--- src/rtl/ic_pkg.sv ---
// Shared types and constants for the inversion counter.
// No dependencies; imported by every module of the block.
package ic_pkg;

    localparam int VALUE_W     = 32;
    localparam int TOTAL_W     = 13;
    localparam int S_TDATA_W   = 32;
    localparam int M_TDATA_W   = 16;
    localparam logic [TOTAL_W-1:0] TOTAL_MAX = 13'h1FFF;

    // Control bits that travel with an item down the cell chain.
    typedef struct packed {
        logic valid;   // an item occupies this slot
        logic last;    // final item of the sequence
        logic drop;    // arrived beyond capacity: not compared, not stored
        logic placed;  // already stored in an earlier cell
    } tok_ctrl_t;

endpackage

--- src/rtl/ic_acc.sv ---
// Chain tail: adds each item's count into the saturating total, holds the result item.
// Depends on ic_pkg.
module ic_acc
    import ic_pkg::*;
#(
    parameter int CNT_W = 7
) (
    input  logic                 aclk,
    input  logic                 aresetn,
    input  logic                 en,
    input  tok_ctrl_t            ctrl_in,
    input  logic [CNT_W-1:0]     cnt_in,
    output logic                 m_tvalid,
    output logic [M_TDATA_W-1:0] m_tdata
);

    localparam int SUM_W = ((CNT_W > TOTAL_W) ? CNT_W : TOTAL_W) + 1;

    logic [TOTAL_W-1:0]   total_reg;
    logic [TOTAL_W-1:0]   total_next;
    logic                 flag_reg;
    logic                 flag_next;
    logic                 m_tvalid_reg;
    logic                 m_tvalid_next;
    logic [M_TDATA_W-1:0] m_tdata_reg;
    logic [SUM_W-1:0]     sum;
    logic [TOTAL_W-1:0]   sum_sat;
    logic                 flag_all;

    always_comb begin
        sum      = SUM_W'(total_reg) + SUM_W'(cnt_in);
        sum_sat  = (sum > SUM_W'(TOTAL_MAX)) ? TOTAL_MAX : sum[TOTAL_W-1:0];
        flag_all = flag_reg | (ctrl_in.valid & ctrl_in.drop);
        total_next    = total_reg;
        flag_next     = flag_reg;
        m_tvalid_next = m_tvalid_reg;
        if (en) begin
            m_tvalid_next = ctrl_in.valid && ctrl_in.last;
            if (ctrl_in.valid) begin
                if (ctrl_in.last) begin
                    total_next = '0;
                    flag_next  = 1'b0;
                end else begin
                    total_next = sum_sat;
                    flag_next  = flag_all;
                end
            end
        end
    end

    always_ff @(posedge aclk) begin
        if (!aresetn) begin
            total_reg    <= '0;
            flag_reg     <= 1'b0;
            m_tvalid_reg <= 1'b0;
        end else begin
            total_reg    <= total_next;
            flag_reg     <= flag_next;
            m_tvalid_reg <= m_tvalid_next;
        end
    end

    always_ff @(posedge aclk) begin
        if (en && ctrl_in.valid && ctrl_in.last) begin
            m_tdata_reg <= M_TDATA_W'({flag_all, sum_sat});
        end
    end

    assign m_tvalid = m_tvalid_reg;
    assign m_tdata  = m_tdata_reg;

endmodule

--- config.mk ---
export PLATFORM = sky130hd
export DESIGN_NAME = ic_acc
export DESIGN_NICKNAME = d
export VERILOG_FILES = /design/src/rtl/ic_pkg.sv /design/src/rtl/ic_acc.sv
export SDC_FILE = /design/constraint.sdc
export NUM_CORES = 1
export LEC_CHECK = 0
export CAP_MARGIN = 25
export CORE_AREA = 2 2 91 49
export CTS_BUF_LIST = sky130_fd_sc_hd__clkbuf_4 sky130_fd_sc_hd__clkbuf_8
export DETAILED_ROUTE_END_ITERATION = 6
export DIE_AREA = 0 0 93 51
export DONT_BUFFER_PORTS = 1
export GPL_TIMING_DRIVEN = 0
export PLACE_DENSITY = 0.57
export RECOVER_POWER = 25
export SYNTH_ARGS = -nofsm -noshare
export SYNTH_HDL_FRONTEND = slang
export SYNTH_SLANG_ARGS = --single-unit
--- constraint.sdc ---
create_clock -name aclk -period 2.4 [get_ports aclk]
set_clock_uncertainty 0.2 [all_clocks]
set_input_delay 0.36 -clock aclk [delete_from_list [all_inputs] [get_ports aclk]]
set_output_delay 0.36 -clock aclk [all_outputs]
set_load 0.03 [all_outputs]
==> metrics.txt <==
Synth Register Bits=29; LEAKAGE=roughly 0.65 nW; vias in the first global route=roughly 1100; status=completed; ys flop type=dfxtp_1; mux contribution to synthesized area=0.0148; Die H=between 50 and 60 um; Core ar.=4080 sq um; Pre-antenna DRT Iters=4; count of different cell masters after synthesis=48; sequential-to-total area share from yosys stat=0.473; final setup violation count=0; max-slew violation count=0; DR vias=approximately 1200; Clock Tree Root=clkbuf_8; element type at the critical path start=flop; TritonCTS clock tree=done; CP max-delay cell=o41a_1; Largest register FFs=14; xor-xnor portion of the synthesized cell area=0.0172; global route total overflow=0; RSZ-0062 raised after global routing=true; initial antenna violation count=0; Post-Synth Simple-Gate Area=0.155; maximum vdd drop=slightly below 0.0003 V; Synth Cell Area=1520 sq um; CTS Buf Count=5; largest fanout on the critical path=10; Initial Util=0.373; reg-to-reg endpoint=m_tdata[8]; asr flop ratio synth=0; post-layout min period=2.39 ns; largest net degree at the start of global routing=16; Hold Crit Depth=2; post-synthesis cell count=between 100 and 150; Worst-path clk slew=around 0.070 ns; number of diodes=0; Worst Max-Slew Pin Slew=roughly 0.73 ns; Finished Core Util=0.429; Synth Warn #=0; Post-Route WL=about 3.2 mm; # clock sinks=29; IO buf count=0; WL/cell=15.2 um; clock latency on the worst-skew pair=around 0.28 ns; Buf/Inv on CP=2; antenna-violating nets left=0; via/cell ratio=around 5.4; worst hold path class=in -> reg; Hold Path Sink=flag_reg; max incr delay on CP=slightly above 0.4 ns; CTS H-tree depth=2; dpl hpwl=around 2.4 mm; main combinational cell family by area after synthesis=compound AO/OA/AOI/OAI gates; CTS Buffer Depth=2; first-pass GRT wire length=just over 5 mm; Data arrival, critical path=approximately 2.2 ns; Top delay family on crit path=compound AO/OA/AOI/OAI gates; overall track demand over capacity in global routing=0.145; most frequent cells in the layout=dfxtp_1, edfxtp_1, nand2_1; Max Cap Viol=0; Tcrit/Tclk final=0.996; worst hold start=ctrl_in[1]; syn_area_per_cell=10.6 sq um; Critical Path RT=between 2 and 2.5 ns; Worst slew margin=0.515; layout cell share with drive strength beyond 1=0.212; DRC viols=0; CP Cell Sequence=ha_4 > inv_2 > fa_2 > nor2b_4 > o31a_1 > o41a_1 > buf_6 > a21oi_1 > o21ai_1; # IOs=31; Max Freq=approximately 420 MHz; die area=roughly 4700 sq um; Fin. Hold Viols=0; Worst Setup End Kind=flop; Final #Nets=roughly 180; RR Startpoint=total_reg[0]; Worst R2R Path Depth=9; Placed Cells=a little over 200; routability cong.=roughly 0.78; final non-filler cell total=about 210; Cell Pwr Density=608 nW/um^2; Synth-to-Final Area Change=15.0%; 1st-iter DRT viols=between 60 and 70; Synth Area in Adders=0.0706; crit path kind=reg -> reg; worst reg2reg setup slack=between 0.01 and 0.015 ns; Site Rows=17; Synth Area in Compound Gates=0.229; Die Wd=between 90 and 100 um; Post-synth EDFFs=14
synth_stat cells, types with 3 or more instances:
library cell	instances	area, sq um
nor2_1	6	22.5
nor3_1	4	20.0
o21ai_0	7	35.0
and3_1	5	31.3
inv_1	5	18.8
nand2_1	9	33.8
a21o_1	3	22.5
o21a_1	4	30.0
edfxtp_1	14	420
a22o_1	7	61.3
dfxtp_1	15	300
ha_1	7	87.6
a21oi_1	9	45.0
layer usage:
| layer | track usage | vias up | share of wire |
|---|---|---|---|
| met1 | 0.214 | 539 | 0.54 |
| met3 | 0.0723 | 6 | 0.080 |
| met5 | 0 | - | 0 |
| li1 | - | 570 | - |
| met4 | 0.0368 | 0 | 0.012 |
| met2 | 0.181 | 35 | 0.37 |
kinds of logic after synthesis:
kind of cell / Yosys count
xor+xnor: 3
buf+inv: 11
flops: 29
mux: 2
compound gates: 48
simple gates: 42
fa+ha+maj: 8
other cells: 1
power breakdown:
part / internal, mW / leakage (nW) / switching, mW
sequential: 0.535 / 0.249 / 0.0229
clock: 0.203 / 0.0364 / 0.205
combinational: 0.0416 / 0.367 / 0.0589
cell type report:
type	instances	area, sq um
Multi-Input combinational cell	105	783
Sequential cell	29	722
Inverter	5	18.8
Timing Repair Buffer	3	25.0
Tap cell	57	71.3
Buffer	6	41.3
Clock inverter	3	22.5
Fill cell	416	2330
Clock buffer	5	68.8
through the flow:
step / setup TNS (ns) / hold WS, ns / power (mW) / setup WS (ns) / instance area (sq um)
6_report: 0 / 0.0265 / 1.07 / 0.0101 / 1750
5_1_grt: -0.261 / 0.0635 / 1.11 / -0.0599 / 1750
4_1_cts: 0 / 0.0245 / 1.07 / 0.0234 / 1700
3_5_place_dp: -0.0616 / 0.272 / 0.663 / -0.0334 / 1600
3_3_place_gp: -0.0576 / 0.257 / 0.661 / -0.0237 / 1600
2_1_floorplan: 0 / 0.239 / 0.643 / 0.0757 / 1530
worst max-delay path by stage:
stage | from | to | slack, ns | cells past startpoint
floorplan | cnt_in[0] | total_reg[8] | 0.08 | 8
global placement | cnt_in[1] | total_reg[2] | -0.02 | 7
detailed placement | cnt_in[0] | total_reg[8] | -0.03 | 8
CTS | total_reg[0] | total_reg[8] | 0.02 | 8
global route | total_reg[0] | total_reg[12] | -0.06 | 9
finish | total_reg[0] | m_tdata[8] | 0.01 | 9
repair_timing:
action / in CTS / in global routing
endpoints found under the setup margin: 1 / 17
buffers inserted: 0 / 2
hold buffers: 1 / 0
endpoints found under the hold margin: 1 / 0
pin swaps: 0 / 6
gates resized for setup: 1 / 12
Note: power is estimated with default switching activity, not from simulation.
