## config.mk

```make
export PLATFORM = sky130hd
export DESIGN_NAME = ic_cell
export DESIGN_NICKNAME = d
export VERILOG_FILES = /design/src/rtl/ic_pkg.sv /design/src/rtl/ic_cell.sv
export SDC_FILE = /design/constraint.sdc
export NUM_CORES = 1
export LEC_CHECK = 0
export BUFFER_PORTS_ARGS = -buffer_cell sky130_fd_sc_hd__buf_2
export CAP_MARGIN = 20
export CORE_AREA = 2 2 95 97
export DETAILED_ROUTE_END_ITERATION = 16
export DIE_AREA = 0 0 97 99
export HOLD_SLACK_MARGIN = 0.15
export MAX_ROUTING_LAYER = met4
export PLACE_DENSITY = 0.64
export SYNTH_ARGS = -nofsm -noshare
export SYNTH_HDL_FRONTEND = slang
export SYNTH_SLANG_ARGS = --single-unit
```

## constraint.sdc

```tcl
create_clock -name aclk -period 5.1 [get_ports aclk]
set_input_delay 1.02 -clock aclk [delete_from_list [all_inputs] [get_ports aclk]]
set_output_delay 1.02 -clock aclk [all_outputs]
set_load 0.05 [all_outputs]
```

## src/rtl/ic_pkg.sv

```systemverilog
// Shared types and constants for the inversion counter.
// No dependencies; imported by every module of the block.
package ic_pkg;

    localparam int VALUE_W     = 32;
    localparam int TOTAL_W     = 13;
    localparam int S_TDATA_W   = 32;
    localparam int M_TDATA_W   = 16;
    localparam logic [TOTAL_W-1:0] TOTAL_MAX = 13'h1FFF;

    // Control bits that travel with an item down the cell chain.
    typedef struct packed {
        logic valid;   // an item occupies this slot
        logic last;    // final item of the sequence
        logic drop;    // arrived beyond capacity: not compared, not stored
        logic placed;  // already stored in an earlier cell
    } tok_ctrl_t;

endpackage

```

## src/rtl/ic_cell.sv

```systemverilog
// One cell of the comparison chain: holds a stored value, counts the item passing by.
// Depends on ic_pkg.
module ic_cell
    import ic_pkg::*;
#(
    parameter int CNT_W = 7
) (
    input  logic                      aclk,
    input  logic                      aresetn,
    input  logic                      en,
    input  tok_ctrl_t                 ctrl_in,
    input  logic signed [VALUE_W-1:0] val_in,
    input  logic [CNT_W-1:0]          cnt_in,
    output tok_ctrl_t                 ctrl_out,
    output logic signed [VALUE_W-1:0] val_out,
    output logic [CNT_W-1:0]          cnt_out
);

    logic signed [VALUE_W-1:0] stored_reg;
    logic                      valid_reg;
    logic                      valid_next;
    tok_ctrl_t                 ctrl_reg;
    tok_ctrl_t                 ctrl_next;
    logic signed [VALUE_W-1:0] val_reg;
    logic [CNT_W-1:0]          cnt_reg;
    logic [CNT_W-1:0]          cnt_next;
    logic                      hit;
    logic                      greater;
    logic                      take;

    always_comb begin
        hit       = ctrl_in.valid && !ctrl_in.drop;
        greater   = hit && valid_reg && (stored_reg > val_in);
        // cells fill in order, so the first empty cell reached is the next free slot
        take      = hit && !valid_reg && !ctrl_in.placed;
        cnt_next  = cnt_in + CNT_W'(greater);
        ctrl_next = ctrl_in;
        ctrl_next.placed = ctrl_in.placed | take;
        valid_next = valid_reg;
        if (take) begin
            valid_next = 1'b1;
        end
        // the last item sweeps the chain clear behind itself
        if (ctrl_in.valid && ctrl_in.last) begin
            valid_next = 1'b0;
        end
    end

    always_ff @(posedge aclk) begin
        if (!aresetn) begin
            valid_reg <= 1'b0;
            ctrl_reg  <= '0;
        end else if (en) begin
            valid_reg <= valid_next;
            ctrl_reg  <= ctrl_next;
        end
    end

    always_ff @(posedge aclk) begin
        if (en) begin
            val_reg <= val_in;
            cnt_reg <= cnt_next;
            if (take) begin
                stored_reg <= val_in;
            end
        end
    end

    assign ctrl_out = ctrl_reg;
    assign val_out  = val_reg;
    assign cnt_out  = cnt_reg;

endmodule

```

==> metrics.yaml, run 1 <==
vias_per_cell: 4.70
crit_fanout: 3
insertion_delay_ps: 330
drc_errors: 0
ys_warn_count: 0
async_reset_ff_share_pct: 0
cts_resized: 0
wl_um: 5670
die_w_um: 97
path_cells: "buf_2 > inv_1 > ha_1 > a21oi_1 > nand2_1 > a221o_1 > o31ai_2 > a21oi_1 > and3b_1 > ha_1 > ha_1 > nand3_1 > xnor2_1"
h-tree-depth: 3
fin_worst_skew_ps: 7.46
grt_usage_pct: 12.7
cts_root_buf: "clkbuf_8"
fin_crit_sh_pct: 63.1
reg2reg_to: "cnt_out[4]$_DFFE_PP_"
avgRoutedWirePerCell_um: 13.2
cts_setup_buffers: 0
synth-edff-count: 71
power_density_nw_per_um2: 336
status: "complete, no violations"
hold_buffers: 0
crit_cells: 13
die_h_um: 99
cts_buffers: 9
synthAdderAreaFrac_pct: 13.1
fp.dieArea_um2: 9600
crit_type: "in -> reg"
start_kind: "input pin"
synthCells: 218
fin_nets: 397
place_area_um2: 3840
ios: 89
slowest_delay_ps: 350
holdCritPathClass: "reg -> reg"
area_delta_synth_final_pct: 23.4
leakage_nw: 1.79
crit_arrival_ps: 3300
synth_ff_type: "edfxtp_1"
dp_hpwl_um: 4140
end_kind: "register"
muxShareOfSynthArea_pct: 0.922
reg2reg_slack_ps: 2340
nFillCells: 808
syn_area_um2: 3260
start_util_pct: 38.1
drv_slew: 0
layout-drive-gt1-share_pct: 32.6
rsz0062_at_grt: "false"
synth_area_leaders: "edfxtp_1 65%, ha_1 13%, inv_1 3.8%, dfxtp_1 3.1%, a21oi_1 2.3%"
portBuffers: 88
avgSynthCellArea_um2: 14.9
fin_setup_tns_ps: 0
clkSlewWorstSetupHoldPaths_ps: 80
clockBufferDepth: 2
synth_nets: 298
crit_family: "compound AO/OA/AOI/OAI gates"
num_antenna_cells: 0
path_buf_inv: 2
grt_overflow: 0
final_area_um2: 4020
routed-via-count: 2021
grt_max_degree: 46
final_antenna_net_count: 0
cts.sinks: 76
grt_pass1_vias: 2061
crit_end: "cnt_out[4]$_DFFE_PP_"
synth-xor-area-share_pct: 1.34
r2r_cells: 11
final_common_cell: "buf_2"
crit_start: "val_in[14]"
synth.distinct_cells: 31
dr.pass1.iters: 4
clock.fmax_mhz: 311
cts_tree: "done"
tightest_slew_ps: 797
critPathSlowestCell: "a221o_1"
drtIter0Drc: 37
mostFrequentLayoutCells: "88 x buf_2, 71 x edfxtp_1, 34 x ha_1, 33 x inv_1, 15 x a21oi_1"
coreArea_um2: 8550
netlist.area_leader.share_pct: 65.5
cpMostUsedCell: "ha_1"
grt_pass1_wl_um: 9200
reg2reg_from: "stored_reg[14]$_DFFE_PP_"
hold_viol_final: 0
finalSetupViolCount: 0
slew_headroom_pct: 46.9
critPathRequiredTime_ps: 5180
drv_cap: 0
finalCriticalPeriod_ps: 3220
rows: 34
synth-seq-cells: 76
synth-simple-area-share_pct: 6.15
ys_seq_area_share_pct: 68.5
ir_drop_uv: 196
antenna_found_initial: 0
synth_top_family_by_area: "adder cells"
synth_compound_area_share_pct: 6.07
synth_top_area_cell: "edfxtp_1"
gp_congestion: 0.755
-- cells in the mapped netlist, types with 2 or more instances --
library cell and n:
mux2i_1 3, ha_1 34, edfxtp_1 71, a21o_1 3, nand2_1 7, and4_1 3
inv_1 33, xnor2_1 4, nor2b_1 4, nor2_1 2, a21oi_1 15, nand4_1 4
and3b_1 2, dfxtp_1 5, nand3_1 8, o21ai_0 5
-- worst min-delay path, delay by kind of cell (launching register included) --
| family | cells | cell delay, ps |
|---|---|---|
| flops | 1 | 330 |
| simple gates | 1 | 90 |
| mux | 1 | 60 |
-- through the flow --
stage                     hold WS [ps]  worst slack, ps  instances  util, %  total power, mW
final                              513             1880        430     47.0             1.35
after global routing               562             1670        430     47.0             1.41
after CTS                          521             1850        430     47.0             1.37
after detailed placement           506             1500        414     44.9            0.938
after global placement             495             1540        414     44.9            0.934
after floorplan                    495             1850        218        -            0.872
-- metal layers --
layer,global-route usage (%),up-vias,routed length [um]
met5,-,-,0
met4,3.58,0,58
met2,21.3,58,2740
li1,-,1002,-
met1,14.6,956,2520
met3,4.40,5,352
-- worst min path at each step --
stage	start	to	cells after the start
2_1_floorplan	valid_reg$_SDFFE_PN0P_	valid_reg$_SDFFE_PN0P_	1
3_3_place_gp	ctrl_out[2]$_SDFFE_PN0P_	ctrl_out[2]$_SDFFE_PN0P_	2
3_5_place_dp	ctrl_out[3]$_SDFFE_PN0P_	ctrl_out[3]$_SDFFE_PN0P_	2
4_1_cts	ctrl_out[2]$_SDFFE_PN0P_	ctrl_out[2]$_SDFFE_PN0P_	2
5_1_grt	ctrl_out[2]$_SDFFE_PN0P_	ctrl_out[2]$_SDFFE_PN0P_	2
6_report	ctrl_out[2]$_SDFFE_PN0P_	ctrl_out[2]$_SDFFE_PN0P_	2
-- cells by family (layout without fill, tap and decap cells) --
family / count (synthesis) / in the layout
fa+ha+maj: 34 / 34
mux: 3 / 3
flops: 76 / 76
simple gates: 35 / 35
buf+inv: 34 / 138
xor+xnor: 5 / 5
compound gates: 31 / 31
-- final cells by class --
| class | instances | area, um2 | share of cell area, % |
|---|---|---|---|
| Sequential cell | 76 | 2230 | 55.5 |
| Multi-Input combinational cell | 108 | 898 | 22.3 |
| Timing Repair Buffer | 89 | 448 | 11.1 |
| Tap cell | 108 | 135 | 3.36 |
| Clock buffer | 10 | 128 | 3.17 |
| Inverter | 33 | 124 | 3.08 |
| Clock inverter | 6 | 55.1 | 1.37 |
-- power breakdown --
group	internal [mW]	leakage [nW]	switching (mW)	total, mW
clock network	0.221	0.0911	0.208	0.430
logic	0.0518	0.982	0.147	0.198
registers	0.716	0.713	0.00728	0.723
total	0.989	1.79	0.362	1.35
Power figures use the tool's default switching activity.
==> run 2, diff against run 1 <==
==> constraint.sdc (replaced) <==
create_clock -name aclk -period 3.3 [get_ports aclk]
set_input_delay 0.66 -clock aclk [delete_from_list [all_inputs] [get_ports aclk]]
set_output_delay 0.66 -clock aclk [all_outputs]
set_load 0.05 [all_outputs]
==> metrics.yaml, run 2 (synthesis results as in run 1) <==
layout-drive-gt1-share_pct: 33.5  # was 32.6%
routed-via-count: 2006  # was 2021
crit_type: "in -> reg"  # unchanged
finish.utilization_pct: 47.5  # was 47.0%
nFillCells: 788  # was 808
insertion_delay_ps: 340  # was 330 ps
holdCritPathClass: "in -> reg"  # was reg -> reg
grt_max_degree: 46  # unchanged
cts_buffers: 9  # unchanged
clockBufferDepth: 2  # unchanged
fin_worst_skew_ps: 9.62  # was 7.46 ps
wl_um: 5880  # was 5670 um
die_h_um: 99  # unchanged
portBuffers: 88  # unchanged
avgRoutedWirePerCell_um: 13.7  # was 13.2 um
drv_slew: 0  # unchanged
fin_crit_sh_pct: 88.6
clkSlewWorstSetupHoldPaths_ps: 80  # about the same
power_mw: 2.19  # was 1.35 mW
power_density_nw_per_um2: 538  # was 336 nW/um2
mostFrequentLayoutCells: "88 x buf_2, 71 x edfxtp_1, 34 x ha_1, 33 x inv_1, 15 x a21oi_1"  # unchanged
drc_errors: 0  # unchanged
end_kind: "register"  # unchanged
drv_cap: 0  # unchanged
final_common_cell: "buf_2"  # unchanged
fin_nets: 397  # unchanged
grt_pass1_vias: 2062  # was 2061
cts_root_buf: "clkbuf_8"  # unchanged
crit_fanout: 3  # unchanged
dp_hpwl_um: 4310  # was 4140 um
tightest_slew_ps: 782  # was 797 ps
drtIter0Drc: 58  # was 37
die_w_um: 97  # unchanged
grt_pass1_wl_um: 9470  # was 9200 um
fin_setup_tns_ps: 0  # unchanged
start_kind: "input pin"  # unchanged
num_antenna_cells: 0  # unchanged
clock.fmax_mhz: 342
fp.dieArea_um2: 9600  # unchanged
cts.sinks: 76  # unchanged
crit_arrival_ps: 3020  # was 3300 ps
hold_viol_final: 0  # unchanged
grt_usage_pct: 13.0  # was 12.7%
hold_buffers: 0  # unchanged
gp_congestion: 0.763  # was 0.755
grt_overflow: 0  # unchanged
area_delta_synth_final_pct: 24.7  # was 23.4%
start_util_pct: 38.1  # unchanged
leakage_nw: 1.81  # was 1.79 nW
critPathRequiredTime_ps: 3390  # was 5180 ps
status: "complete, no violations"  # unchanged
cts_setup_buffers: 0  # unchanged
rsz0062_at_grt: "false"  # unchanged
dr.pass1.iters: 4  # unchanged
final_antenna_net_count: 0  # unchanged
vias_per_cell: 4.67  # was 4.70
ios: 89  # unchanged
h-tree-depth: 3  # unchanged
antenna_found_initial: 0  # unchanged
cts_tree: "done"  # unchanged
finalSetupViolCount: 0  # unchanged
ir_drop_uv: 278  # was 196 uV
finalCriticalPeriod_ps: 2930
coreArea_um2: 8550  # unchanged
rows: 34  # unchanged
cts_resized: 0  # unchanged
slew_headroom_pct: 47.9  # was 46.9%
==> run 2: changes by cell type in the layout (fill, tap and decap cells not counted) <==
cell        delta
clkinvlp_4     -1
bufinv_16      -1
clkbuf_8       +3
clkinv_1       -2
clkbuf_1       -1
clkbuf_16      +2
==> run 2: cell type report <==
cell class | instances | area (um2) | share of cell area (%)
inverters | 33 | 124 | 3.05
clock buffers | 14 | 215 | 5.30
flip-flops and latches | 76 | 2230 | 54.9
repair buffers | 89 | 448 | 11.0
well taps | 108 | 135 | 3.33
clock inverters | 2 | 10.0 | 0.246
multi-input cells | 108 | 898 | 22.1
==> run 2: power breakdown <==
group,internal [mW],switching [mW]
sequential,1.11,0.0115
combinational,0.0802,0.227
clock,0.425,0.338
==> run 2: metal layers <==
metal / up-vias / part of all wire (%) / global-route usage, %
li1: 1005 / - / -
met1: 930 / 44 / 15.7
met2: 62 / 49 / 20.9
met3: 9 / 6.8 / 4.33
met4: 0 / 1.0 / 4.23
met5: - / 0 / -
==> run 2: worst paths after layout <==
kind	startpoint	to	slack [ps]	depth (start not counted)
max	val_in[14]	cnt_out[4]$_DFFE_PP_	370	13
min	val_in[15]	stored_reg[15]$_DFFE_PP_	520	1
max reg2reg	stored_reg[14]$_DFFE_PP_	cnt_out[4]$_DFFE_PP_	470	11
min reg2reg	ctrl_out[1]$_SDFFE_PN0P_	ctrl_out[1]$_SDFFE_PN0P_	520	2
==> run 2: stage by stage <==
step	setup WS, ps	instances	hold WS [ps]	instance area (um2)
after detailed placement	24.6	414	510	3840
final	375	430	517	4060
after floorplan	409	218	495	3260
after global placement	110	414	494	3840
after global routing	176	430	498	4060
after CTS	397	430	498	4060
==> run 2: worst max-delay path, stage by stage <==
cell and delay [ps]:
buf_2 100, inv_1 50, ha_1 310, a21oi_1 170
nand2_1 70, a221o_1 350, o31ai_2 330, a21oi_1 100
and3b_1 230, ha_1 190, ha_1 210, nand3_1 110
xnor2_1 130
